$ cat src/sv/bgwb_pkg.sv
package bgwb_pkg;

  localparam int PIX_W    = 8;
  localparam int CFG_W    = 13;
  localparam int CFG_IDX_W = 1;
  localparam int GAIN_W   = 16;
  localparam int SUM_RB_W = 30;
  localparam int SUM_G_W  = 31;
  localparam int MUL_W    = 16;

  localparam int DEF_MAX_DIMENSION      = 4096;
  localparam int DEF_GAIN_FRACTION_BITS = 12;

  localparam logic [PIX_W-1:0]  BLACK_LEVEL = 8'd16;
  localparam logic [PIX_W-1:0]  PIX_MAX     = 8'd255;
  localparam logic [GAIN_W-1:0] GAIN_MAX    = 16'hFFFF;
  localparam logic [CFG_W-1:0]  WIDTH_RESET  = 13'd640;
  localparam logic [CFG_W-1:0]  HEIGHT_RESET = 13'd200;

  localparam logic [CFG_IDX_W-1:0] CFG_IDX_WIDTH  = 1'b0;
  localparam logic [CFG_IDX_W-1:0] CFG_IDX_HEIGHT = 1'b1;

  localparam logic OP_APPLY   = 1'b0;
  localparam logic OP_MEASURE = 1'b1;

  typedef enum logic [7:0] {
    ST_IDLE      = 8'b0000_0001,
    ST_MUL_R     = 8'b0000_0010,
    ST_MUL_B     = 8'b0000_0100,
    ST_APPLY_OUT = 8'b0000_1000,
    ST_AREA      = 8'b0001_0000,
    ST_DIV_START = 8'b0010_0000,
    ST_DIV_WAIT  = 8'b0100_0000,
    ST_MEAS_OUT  = 8'b1000_0000
  } state_e;

  typedef enum logic [2:0] {
    STEP_AVG_R  = 3'd0,
    STEP_AVG_B  = 3'd1,
    STEP_AVG_G  = 3'd2,
    STEP_GAIN_R = 3'd3,
    STEP_GAIN_B = 3'd4
  } step_e;

  typedef struct packed {
    logic busy;
    logic done;
  } div_stat_t;

  function automatic logic [PIX_W-1:0] black_sub(input logic [PIX_W-1:0] p);
    black_sub = (p >= BLACK_LEVEL) ? p - BLACK_LEVEL : '0;
  endfunction

endpackage

$ cat src/sv/bayer_gray_world_white_balance.sv
// Channel  Direction  Handshake                  Payload
// cfg      in         cfg_we_i                   cfg_index_i, cfg_wdata_i
// in       in         in_valid_i / in_ready_o    operation_i, four pixels, last_quad_i
// out      out        out_valid_o / out_ready_i  four pixels, gains_updated_o, gains, zero flag
//
// An apply beat uses the shared multiplier for red, then blue.
// A measure beat that is not last only adds to the sums, leaves the block ready and produces no result.
// A last measure beat runs the bit-serial divider for five divisions one after another:
// the red, blue and green averages, then the red and blue gains.
// Reset is asynchronous and active low; it restores unity gains, zero sums and default sizes.
// A result waiting in the output register does not stop the next beat from being taken.
module bayer_gray_world_white_balance import bgwb_pkg::*; #(
  parameter int MAX_DIMENSION      = DEF_MAX_DIMENSION,
  parameter int GAIN_FRACTION_BITS = DEF_GAIN_FRACTION_BITS
) (
  input  logic                 clk_i,
  input  logic                 rst_ni,
  input  logic                 cfg_we_i,
  input  logic [CFG_IDX_W-1:0] cfg_index_i,
  input  logic [CFG_W-1:0]     cfg_wdata_i,
  input  logic                 in_valid_i,
  output logic                 in_ready_o,
  input  logic                 operation_i,
  input  logic [PIX_W-1:0]     red_in_i,
  input  logic [PIX_W-1:0]     green_red_row_in_i,
  input  logic [PIX_W-1:0]     green_blue_row_in_i,
  input  logic [PIX_W-1:0]     blue_in_i,
  input  logic                 last_quad_i,
  output logic                 out_valid_o,
  input  logic                 out_ready_i,
  output logic [PIX_W-1:0]     red_out_o,
  output logic [PIX_W-1:0]     green_red_row_out_o,
  output logic [PIX_W-1:0]     green_blue_row_out_o,
  output logic [PIX_W-1:0]     blue_out_o,
  output logic                 gains_updated_o,
  output logic [GAIN_W-1:0]    new_gain_red_o,
  output logic [GAIN_W-1:0]    new_gain_blue_o,
  output logic                 zero_average_o
);

  localparam int DND_W = SUM_G_W + GAIN_FRACTION_BITS;
  localparam int DSR_W = SUM_RB_W;
  localparam logic [GAIN_W-1:0] GainUnity = (GAIN_FRACTION_BITS >= GAIN_W) ?
      GAIN_MAX : GAIN_W'(64'd1 << GAIN_FRACTION_BITS);

  state_e state_q, state_d;
  step_e  step_q;

  logic [CFG_W-1:0]    frame_width_q, frame_height_q;
  logic [SUM_RB_W-1:0] sum_red_q, sum_blue_q;
  logic [SUM_G_W-1:0]  sum_green_q;
  logic [GAIN_W-1:0]   gain_red_q, gain_blue_q;
  logic [SUM_RB_W-1:0] avg_r_q, avg_b_q;
  logic [SUM_G_W-1:0]  avg_g_q;
  logic                zero_q;

  logic [PIX_W-1:0] px_r_q, px_gr_q, px_gb_q, px_b_q, red_res_q;
  logic [2*MUL_W-1:0] mul_q;
  logic [MUL_W-1:0]   mul_a, mul_b;
  logic [2*MUL_W-1:0] scaled;
  logic [PIX_W-1:0]   scaled_sat;

  logic out_valid_q, gains_updated_q, zero_average_q;
  logic [PIX_W-1:0]  red_out_q, gr_out_q, gb_out_q, blue_out_q;
  logic [GAIN_W-1:0] new_gain_red_q, new_gain_blue_q;

  logic in_acc, out_free, out_load;
  logic [CFG_W-1:0] dim_w, dim_h;
  logic [SUM_RB_W:0] sum_r_add, sum_b_add;
  logic [SUM_G_W:0]  sum_g_add;
  logic [SUM_RB_W-1:0] sum_r_sat, sum_b_sat;
  logic [SUM_G_W-1:0]  sum_g_sat;

  div_stat_t        div_stat;
  logic             div_start;
  logic [DND_W-1:0] div_dividend, div_quo;
  logic [DSR_W-1:0] div_divisor;
  logic             div_zero;
  logic [GAIN_W-1:0] gain_res;

  assign in_ready_o = (state_q == ST_IDLE);
  assign in_acc     = in_valid_i && in_ready_o;
  assign out_free   = !out_valid_q || out_ready_i;

  assign dim_w = ({1'b0, frame_width_q} > (CFG_W+1)'(MAX_DIMENSION)) ?
                 CFG_W'(MAX_DIMENSION) : frame_width_q;
  assign dim_h = ({1'b0, frame_height_q} > (CFG_W+1)'(MAX_DIMENSION)) ?
                 CFG_W'(MAX_DIMENSION) : frame_height_q;

  assign sum_r_add = {1'b0, sum_red_q} + (SUM_RB_W+1)'(red_in_i);
  assign sum_b_add = {1'b0, sum_blue_q} + (SUM_RB_W+1)'(blue_in_i);
  assign sum_g_add = {1'b0, sum_green_q} + (SUM_G_W+1)'(green_red_row_in_i)
                   + (SUM_G_W+1)'(green_blue_row_in_i);
  assign sum_r_sat = sum_r_add[SUM_RB_W] ? '1 : sum_r_add[SUM_RB_W-1:0];
  assign sum_b_sat = sum_b_add[SUM_RB_W] ? '1 : sum_b_add[SUM_RB_W-1:0];
  assign sum_g_sat = sum_g_add[SUM_G_W] ? '1 : sum_g_add[SUM_G_W-1:0];

  always_comb begin
    mul_a = '0;
    mul_b = '0;
    case (state_q)
      ST_MUL_R: begin
        mul_a = MUL_W'(px_r_q);
        mul_b = gain_red_q;
      end
      ST_MUL_B: begin
        mul_a = MUL_W'(px_b_q);
        mul_b = gain_blue_q;
      end
      ST_AREA: begin
        mul_a = MUL_W'(dim_w);
        mul_b = MUL_W'(dim_h);
      end
      default: begin
        mul_a = '0;
        mul_b = '0;
      end
    endcase
  end

  assign scaled     = mul_q >> GAIN_FRACTION_BITS;
  assign scaled_sat = (scaled > (2*MUL_W)'(PIX_MAX)) ? PIX_MAX : scaled[PIX_W-1:0];

  always_comb begin
    div_dividend = '0;
    div_divisor  = '0;
    case (step_q)
      STEP_AVG_R: begin
        div_dividend = DND_W'(sum_red_q);
        div_divisor  = DSR_W'(mul_q >> 2);
      end
      STEP_AVG_B: begin
        div_dividend = DND_W'(sum_blue_q);
        div_divisor  = DSR_W'(mul_q >> 2);
      end
      STEP_AVG_G: begin
        div_dividend = DND_W'(sum_green_q);
        div_divisor  = DSR_W'(mul_q >> 1);
      end
      STEP_GAIN_R: begin
        div_dividend = {avg_g_q, {GAIN_FRACTION_BITS{1'b0}}};
        div_divisor  = avg_r_q;
      end
      STEP_GAIN_B: begin
        div_dividend = {avg_g_q, {GAIN_FRACTION_BITS{1'b0}}};
        div_divisor  = avg_b_q;
      end
      default: begin
        div_dividend = '0;
        div_divisor  = '0;
      end
    endcase
  end

  assign div_start = (state_q == ST_DIV_START);
  assign div_zero  = (div_divisor == '0);
  assign gain_res  = (div_zero || (div_quo[DND_W-1:GAIN_W] != '0)) ?
                     GAIN_MAX : div_quo[GAIN_W-1:0];

  bgwb_div #(
    .DND_W(DND_W),
    .DSR_W(DSR_W)
  ) u_div (
    .clk_i     (clk_i),
    .rst_ni    (rst_ni),
    .start_i   (div_start),
    .dividend_i(div_dividend),
    .divisor_i (div_divisor),
    .stat_o    (div_stat),
    .quotient_o(div_quo)
  );

  always_comb begin
    state_d  = state_q;
    out_load = 1'b0;
    case (state_q)
      ST_IDLE: begin
        if (in_acc) begin
          if (operation_i == OP_APPLY) begin
            state_d = ST_MUL_R;
          end else if (last_quad_i) begin
            state_d = ST_AREA;
          end
        end
      end
      ST_MUL_R:     state_d = ST_MUL_B;
      ST_MUL_B:     state_d = ST_APPLY_OUT;
      ST_APPLY_OUT: begin
        if (out_free) begin
          out_load = 1'b1;
          state_d  = ST_IDLE;
        end
      end
      ST_AREA:      state_d = ST_DIV_START;
      ST_DIV_START: state_d = ST_DIV_WAIT;
      ST_DIV_WAIT: begin
        if (div_stat.done) begin
          state_d = (step_q == STEP_GAIN_B) ? ST_MEAS_OUT : ST_DIV_START;
        end
      end
      ST_MEAS_OUT: begin
        if (out_free) begin
          out_load = 1'b1;
          state_d  = ST_IDLE;
        end
      end
      default:      state_d = ST_IDLE;
    endcase
  end

  always_ff @(posedge clk_i or negedge rst_ni) begin
    if (!rst_ni) begin
      state_q        <= ST_IDLE;
      step_q         <= STEP_AVG_R;
      frame_width_q  <= WIDTH_RESET;
      frame_height_q <= HEIGHT_RESET;
      sum_red_q      <= '0;
      sum_green_q    <= '0;
      sum_blue_q     <= '0;
      gain_red_q     <= GainUnity;
      gain_blue_q    <= GainUnity;
      zero_q         <= 1'b0;
      out_valid_q    <= 1'b0;
    end else begin
      state_q <= state_d;
      if (cfg_we_i) begin
        if (cfg_index_i == CFG_IDX_WIDTH) begin
          frame_width_q <= cfg_wdata_i;
        end else begin
          frame_height_q <= cfg_wdata_i;
        end
      end
      if (in_acc && (operation_i == OP_MEASURE)) begin
        sum_red_q   <= sum_r_sat;
        sum_green_q <= sum_g_sat;
        sum_blue_q  <= sum_b_sat;
      end
      if (state_q == ST_AREA) begin
        step_q <= STEP_AVG_R;
        zero_q <= 1'b0;
      end
      if ((state_q == ST_DIV_WAIT) && div_stat.done) begin
        case (step_q)
          STEP_AVG_R:  step_q <= STEP_AVG_B;
          STEP_AVG_B:  step_q <= STEP_AVG_G;
          STEP_AVG_G:  step_q <= STEP_GAIN_R;
          STEP_GAIN_R: begin
            step_q     <= STEP_GAIN_B;
            gain_red_q <= gain_res;
            if (div_zero) begin
              zero_q <= 1'b1;
            end
          end
          STEP_GAIN_B: begin
            gain_blue_q <= gain_res;
            if (div_zero) begin
              zero_q <= 1'b1;
            end
          end
          default:     step_q <= STEP_AVG_R;
        endcase
      end
      if ((state_q == ST_MEAS_OUT) && out_load) begin
        sum_red_q   <= '0;
        sum_green_q <= '0;
        sum_blue_q  <= '0;
      end
      if (out_load) begin
        out_valid_q <= 1'b1;
      end else if (out_ready_i) begin
        out_valid_q <= 1'b0;
      end
    end
  end

  always_ff @(posedge clk_i) begin
    if (in_acc) begin
      px_r_q  <= black_sub(red_in_i);
      px_gr_q <= black_sub(green_red_row_in_i);
      px_gb_q <= black_sub(green_blue_row_in_i);
      px_b_q  <= black_sub(blue_in_i);
    end
    if ((state_q == ST_MUL_R) || (state_q == ST_MUL_B) || (state_q == ST_AREA)) begin
      mul_q <= mul_a * mul_b;
    end
    if (state_q == ST_MUL_B) begin
      red_res_q <= scaled_sat;
    end
    if ((state_q == ST_DIV_WAIT) && div_stat.done) begin
      case (step_q)
        STEP_AVG_R: avg_r_q <= div_zero ? '0 : SUM_RB_W'(div_quo);
        STEP_AVG_B: avg_b_q <= div_zero ? '0 : SUM_RB_W'(div_quo);
        STEP_AVG_G: avg_g_q <= div_zero ? '0 : SUM_G_W'(div_quo);
        default: begin
        end
      endcase
    end
    if (out_load) begin
      gr_out_q <= px_gr_q;
      gb_out_q <= px_gb_q;
      if (state_q == ST_APPLY_OUT) begin
        red_out_q       <= red_res_q;
        blue_out_q      <= scaled_sat;
        gains_updated_q <= 1'b0;
        new_gain_red_q  <= '0;
        new_gain_blue_q <= '0;
        zero_average_q  <= 1'b0;
      end else begin
        red_out_q       <= '0;
        blue_out_q      <= '0;
        gains_updated_q <= 1'b1;
        new_gain_red_q  <= gain_red_q;
        new_gain_blue_q <= gain_blue_q;
        zero_average_q  <= zero_q;
      end
    end
  end

  assign out_valid_o          = out_valid_q;
  assign red_out_o            = red_out_q;
  assign green_red_row_out_o  = gr_out_q;
  assign green_blue_row_out_o = gb_out_q;
  assign blue_out_o           = blue_out_q;
  assign gains_updated_o      = gains_updated_q;
  assign new_gain_red_o       = new_gain_red_q;
  assign new_gain_blue_o      = new_gain_blue_q;
  assign zero_average_o       = zero_average_q;

  a_apply_starts_mul: assert property (@(posedge clk_i) disable iff (!rst_ni)
    (in_acc && (operation_i == OP_APPLY)) |=> (state_q == ST_MUL_R))
    else $error("apply beat did not start the red multiply");

  a_measure_not_last_stays_idle: assert property (@(posedge clk_i) disable iff (!rst_ni)
    (in_acc && (operation_i == OP_MEASURE) && !last_quad_i) |=> in_ready_o)
    else $error("measure beat without last left the block busy");

  a_div_start_when_free: assert property (@(posedge clk_i) disable iff (!rst_ni)
    div_start |-> !div_stat.busy)
    else $error("divider started while busy");

  a_gain_fields_quiet: assert property (@(posedge clk_i) disable iff (!rst_ni)
    (out_valid_o && !gains_updated_o) |->
      (!zero_average_o && (new_gain_red_o == '0) && (new_gain_blue_o == '0)))
    else $error("apply result carries gain fields");

  a_measure_pixels_zero: assert property (@(posedge clk_i) disable iff (!rst_ni)
    (out_valid_o && gains_updated_o) |-> ((red_out_o == '0) && (blue_out_o == '0)))
    else $error("measure result carries red or blue pixels");

endmodule

$ cat src/sv/bgwb_div.sv
module bgwb_div import bgwb_pkg::*; #(
  parameter int DND_W = 43,
  parameter int DSR_W = 30
) (
  input  logic             clk_i,
  input  logic             rst_ni,
  input  logic             start_i,
  input  logic [DND_W-1:0] dividend_i,
  input  logic [DSR_W-1:0] divisor_i,
  output div_stat_t        stat_o,
  output logic [DND_W-1:0] quotient_o
);

  localparam int CNT_W = $clog2(DND_W);

  logic             busy_q;
  logic             done_q;
  logic [CNT_W-1:0] cnt_q;
  logic [DSR_W-1:0] rem_q;
  logic [DSR_W-1:0] dsr_q;
  logic [DND_W-1:0] quo_q;
  logic [DSR_W:0]   trial;
  logic [DSR_W:0]   diff;

  assign trial = {rem_q, quo_q[DND_W-1]};
  assign diff  = trial - {1'b0, dsr_q};

  always_ff @(posedge clk_i or negedge rst_ni) begin
    if (!rst_ni) begin
      busy_q <= 1'b0;
      done_q <= 1'b0;
      cnt_q  <= '0;
    end else begin
      done_q <= 1'b0;
      if (start_i) begin
        busy_q <= 1'b1;
        cnt_q  <= CNT_W'(DND_W - 1);
      end else if (busy_q) begin
        if (cnt_q == '0) begin
          busy_q <= 1'b0;
          done_q <= 1'b1;
        end else begin
          cnt_q <= cnt_q - 1'b1;
        end
      end
    end
  end

  always_ff @(posedge clk_i) begin
    if (start_i) begin
      rem_q <= '0;
      dsr_q <= divisor_i;
      quo_q <= dividend_i;
    end else if (busy_q) begin
      if (!diff[DSR_W]) begin
        rem_q <= diff[DSR_W-1:0];
        quo_q <= {quo_q[DND_W-2:0], 1'b1};
      end else begin
        rem_q <= trial[DSR_W-1:0];
        quo_q <= {quo_q[DND_W-2:0], 1'b0};
      end
    end
  end

  assign stat_o.busy = busy_q;
  assign stat_o.done = done_q;
  assign quotient_o  = quo_q;

endmodule
$ cat config.mk
export PLATFORM = sky130hd
export DESIGN_NAME = bayer_gray_world_white_balance
export DESIGN_NICKNAME = d
export VERILOG_FILES = /design/src/sv/bgwb_pkg.sv /design/src/sv/bayer_gray_world_white_balance.sv /design/src/sv/bgwb_div.sv
export SDC_FILE = /design/constraint.sdc
export NUM_CORES = 2
export LEC_CHECK = 0
export BUFFER_PORTS_ARGS = -buffer_cell sky130_fd_sc_hd__buf_2
export CELL_PAD_IN_SITES_DETAIL_PLACEMENT = 1
export CELL_PAD_IN_SITES_GLOBAL_PLACEMENT = 2
export CORE_UTILIZATION = 42
export DETAILED_ROUTE_END_ITERATION = 12
export GPL_TIMING_DRIVEN = 0
export PLACE_DENSITY = 0.79
export SLEW_MARGIN = 20
export SYNTH_ARGS = -nofsm -noshare
export SYNTH_HDL_FRONTEND = slang
export SYNTH_SLANG_ARGS = --single-unit
$ cat constraint.sdc
create_clock -name clk_i -period 8.2 [get_ports clk_i]
set_clock_uncertainty 0.15 [all_clocks]
set_input_delay 0.41 -clock clk_i [delete_from_list [all_inputs] [get_ports clk_i]]
set_output_delay 0.41 -clock clk_i [all_outputs]
set_load 0.01 [all_outputs]
==> summary.md <==
| Metric | Value |
|---|---|
| Post-placement cell area | `0.03393 mm2` |
| CP endpoint kind | `flip-flop` |
| Slew @ Worst Pin | `1.076 ns` |
| Final non-filler cell total | `4425` |
| Maxcap violations | `0` |
| Initial DRC count | `1497` |
| GRT overflow | `0` |
| Area grow syn2layout | `14.11%` |
| Count leader, synth | `nand2_1` |
| Dominant synthesized flop cell | `edfxtp_1` |
| Rel. slew slack | `26.41%` |
| Layout filler cell count | `8385` |
| Number of global-route vias before repair | `26830` |
| H-tree depth | `2` |
| CP startpoint kind | `flip-flop` |
| Drt pass-1 iters | `6` |
| Root Driver | `clkbuf_16` |
| Core area | `0.07457 mm2` |
| Row count | `100` |
| Gpl congestion | `0.9013` |
| Synth warn | `0` |
| Final Critical Period | `7.761 ns` |
| Register-to-Register Setup Slack | `0.44 ns` |
| Initial Util | `42.58%` |
| Flops & latches, synth | `498` |
| Seq/Total Area, Yosys | `43.50%` |
| Clock-pin transition on the worst setup and hold timing paths | `0.06 ns` |
| Post-synth cell types | `84` |
| HP Start | `blue_in_i[2]` |
| R2R depth | `25` |
| R2r endpoint | `mul_q[27]$_DFFE_PP_` |
| DRC viols | `0` |
| Worst path arrival time | `7.96 ns` |
| Pins Over Slew Limit | `0` |
| # IOs | `121` |
| Clk sinks | `498` |
| Layout cell share with drive strength beyond 1 | `10.68%` |
| VDD IR-drop max | `0.1985 mV` |
| Outcome | `completed` |
| Hold Path Class | `in -> reg` |
| RSZ-0062 raised after global routing | `false` |
| CTS Buf Count | `57` |
| Wire per inst | `23.44 um` |
| Initial antenna violation count | `2` |
| Commonest cells in the synthesized netlist | `nand2_1, inv_1, edfxtp_1` |
| Final setup viols | `0` |
| EDFF count, synth | `298` |
| Dpl hpwl | `81350 um` |
| Mapped Cells | `3174` |
| Pwr dens | `239.4 mW/mm2` |
| Kind of critical path | `reg -> reg` |
| Fmax | `0.1288 GHz` |
| Reg-to-reg critical path startpoint | `state_q[1]$_DFFE_PN0P_` |
| Placed instance count | `4289` |
| Final Util | `48.59%` |
| Final ANT Viol Nets | `0` |
| Skew-Pair Late Insertion Delay | `0.62 ns` |
| Worst Path Required | `8.40 ns` |
| Die area | `0.07671 mm2` |
| Vias after detailed routing | `25000` |
| IO Port Bufs | `120` |
| Yosys top cell by area | `edfxtp_1` |
| Syn_area_per_cell | `10.00 um2` |
| Total Wirelength | `103700 um` |
| Area share of the largest cell type after synthesis | `28.18%` |
| Final worst path period share | `94.65%` |
| Die Wd | `277.0 um` |
| Post-Syn Area | `0.03175 mm2` |
| Layout net count | `3765` |
| Hold endpoint | `px_b_q[2]$_SDFFCE_PN0P_` |
| Vias per Instance | `5.649` |
| Die height | `277.0 um` |
| Asr flop ratio synth | `34.14%` |
| Pwr Total | `8675 uW` |
| Ant diodes | `0` |
| Clock Path Buffers | `3` |
| Post-layout instance area | `0.03623 mm2` |
| Hold path cells | `2` |
| Gr usage total | `27.30%` |
| CTS tree | `yes` |
| Synth top area cells | `edfxtp_1, dfrtp_1, fa_1` |
| Final hold viol count | `0` |
| First-pass GRT wire length | `161400 um` |
| Largest net degree at the start of global routing | `78` |
| CP max FO | `10` |
| P_leak | `0.01466 uW` |
[critical path: stages (launching register included)]
cell and delay (ns):
dfrtp_1 0.42, nor4_2 0.42, nand4b_1 0.17, buf_4 0.21, a21oi_2 0.36, a222oi_1 0.27
buf_2 0.29, nand2b_1 0.21, fa_1 0.52, fa_1 0.54, inv_1 0.06, fa_1 0.52
fa_1 0.65, inv_1 0.09, fa_1 0.54, inv_1 0.05, ha_1 0.36, a21oi_1 0.16
o21ai_0 0.14, nor3_1 0.15, o31a_1 0.25, nor3_1 0.12, o41ai_2 0.34, a21oi_1 0.16
a31oi_1 0.23, xnor2_1 0.11
[cells in the final DEF (no fill, tap or decap), types with 58 or more instances in the layout]
cell type	netlist	routed
clkbuf_16	0	58
and2_1	134	132
nor2_1	276	273
edfxtp_1	298	298
o21ai_0	125	125
fa_1	166	166
nand3_1	76	76
clkbuf_1	115	115
dfrtp_1	162	162
ha_1	138	138
mux2i_1	88	88
inv_1	320	318
a21oi_1	152	150
nand2_1	343	337
buf_2	10	132
a31oi_1	75	75
[logic make-up after synthesis]
family                     Yosys count  synth area share [%]
xor gates and xnor gates            72                 1.986
other                                2               0.02365
muxes                              118                 3.838
adders and majority gates          304                 15.90
DFF                                498                 43.50
buffers and inverters              470                 5.773
and+or+nand+nor                   1105                 16.75
AOI/OAI and AO/OA                  605                 12.22
[sequential cells by signal, summed over array words and instances (netlist names), 13 cells and up]
| signal | cells |
|---|---|
| u_div.quotient_o | 43 |
| avg_g_q | 31 |
| sum_green_q | 31 |
| avg_b_q | 30 |
| avg_r_q | 30 |
| sum_blue_q | 30 |
| sum_red_q | 30 |
| u_div.dsr_q | 30 |
| u_div.rem_q | 30 |
| mul_q | 28 |
| gain_blue_q | 16 |
| gain_red_q | 16 |
| new_gain_blue_o | 16 |
| new_gain_red_o | 16 |
| frame_height_q | 13 |
| frame_width_q | 13 |
[worst max-delay path by stage]
stage                                     end  slack [ns]                    from
final                     mul_q[27]$_DFFE_PP_        0.44  state_q[1]$_DFFE_PN0P_
after global routing      mul_q[27]$_DFFE_PP_        0.02  state_q[0]$_DFFE_PN1P_
after CTS                 mul_q[26]$_DFFE_PP_      0.0009  state_q[0]$_DFFE_PN1P_
after detailed placement  mul_q[27]$_DFFE_PP_        -1.0  state_q[1]$_DFFE_PN0P_
after global placement    mul_q[26]$_DFFE_PP_       -0.88  state_q[1]$_DFFE_PN0P_
after floorplan           mul_q[27]$_DFFE_PP_        1.06  state_q[4]$_DFFE_PN0P_
[layer usage]
layer / vias to the layer above / share of wire, % / GRT usage (%)
met4: 2 / 2.5 / 7.350
met5: - / 0.013 / 0
met3: 142 / 4.1 / 2.683
met2: 561 / 51 / 49.19
li1: 11470 / - / -
met1: 12820 / 42 / 34.79
[through the flow]
stage          setup TNS, ns  setup slack, ns  hold WS [ns]
4_1_cts                    0        0.0009468      0.004597
3_5_place_dp          -8.160          -0.9981        0.1565
2_1_floorplan              0            1.060      -0.03559
5_1_grt                    0          0.01653       0.01016
6_report                   0           0.4389       0.02509
3_3_place_gp          -6.677          -0.8767        0.2530
[power by group]
part	internal, uW	switching (uW)
sequential	3040	306
combinational	1010	1750
clock	1500	1060
total	5550	3120
[what timing repair did]
item,4_1_cts,5_1_grt
resized for setup,23,44
pin swaps,2,4
hold endpoints to repair,196,0
hold buffers,22,0
buffers inserted,2,6
setup endpoints to repair,14,8
[area by class of cell]
type	instances	area (um2)	area share, %
multi-input cells	2219	16310	45.02
flip-flops and latches	498	13810	38.12
clock buffers	80	1614	4.455
well taps	969	1212	3.346
inverters	321	1205	3.325
repair buffers	163	1131	3.122
plain buffers	148	671.9	1.854
clock inverters	27	274.0	0.7562
(Power assumes the default switching activity.)
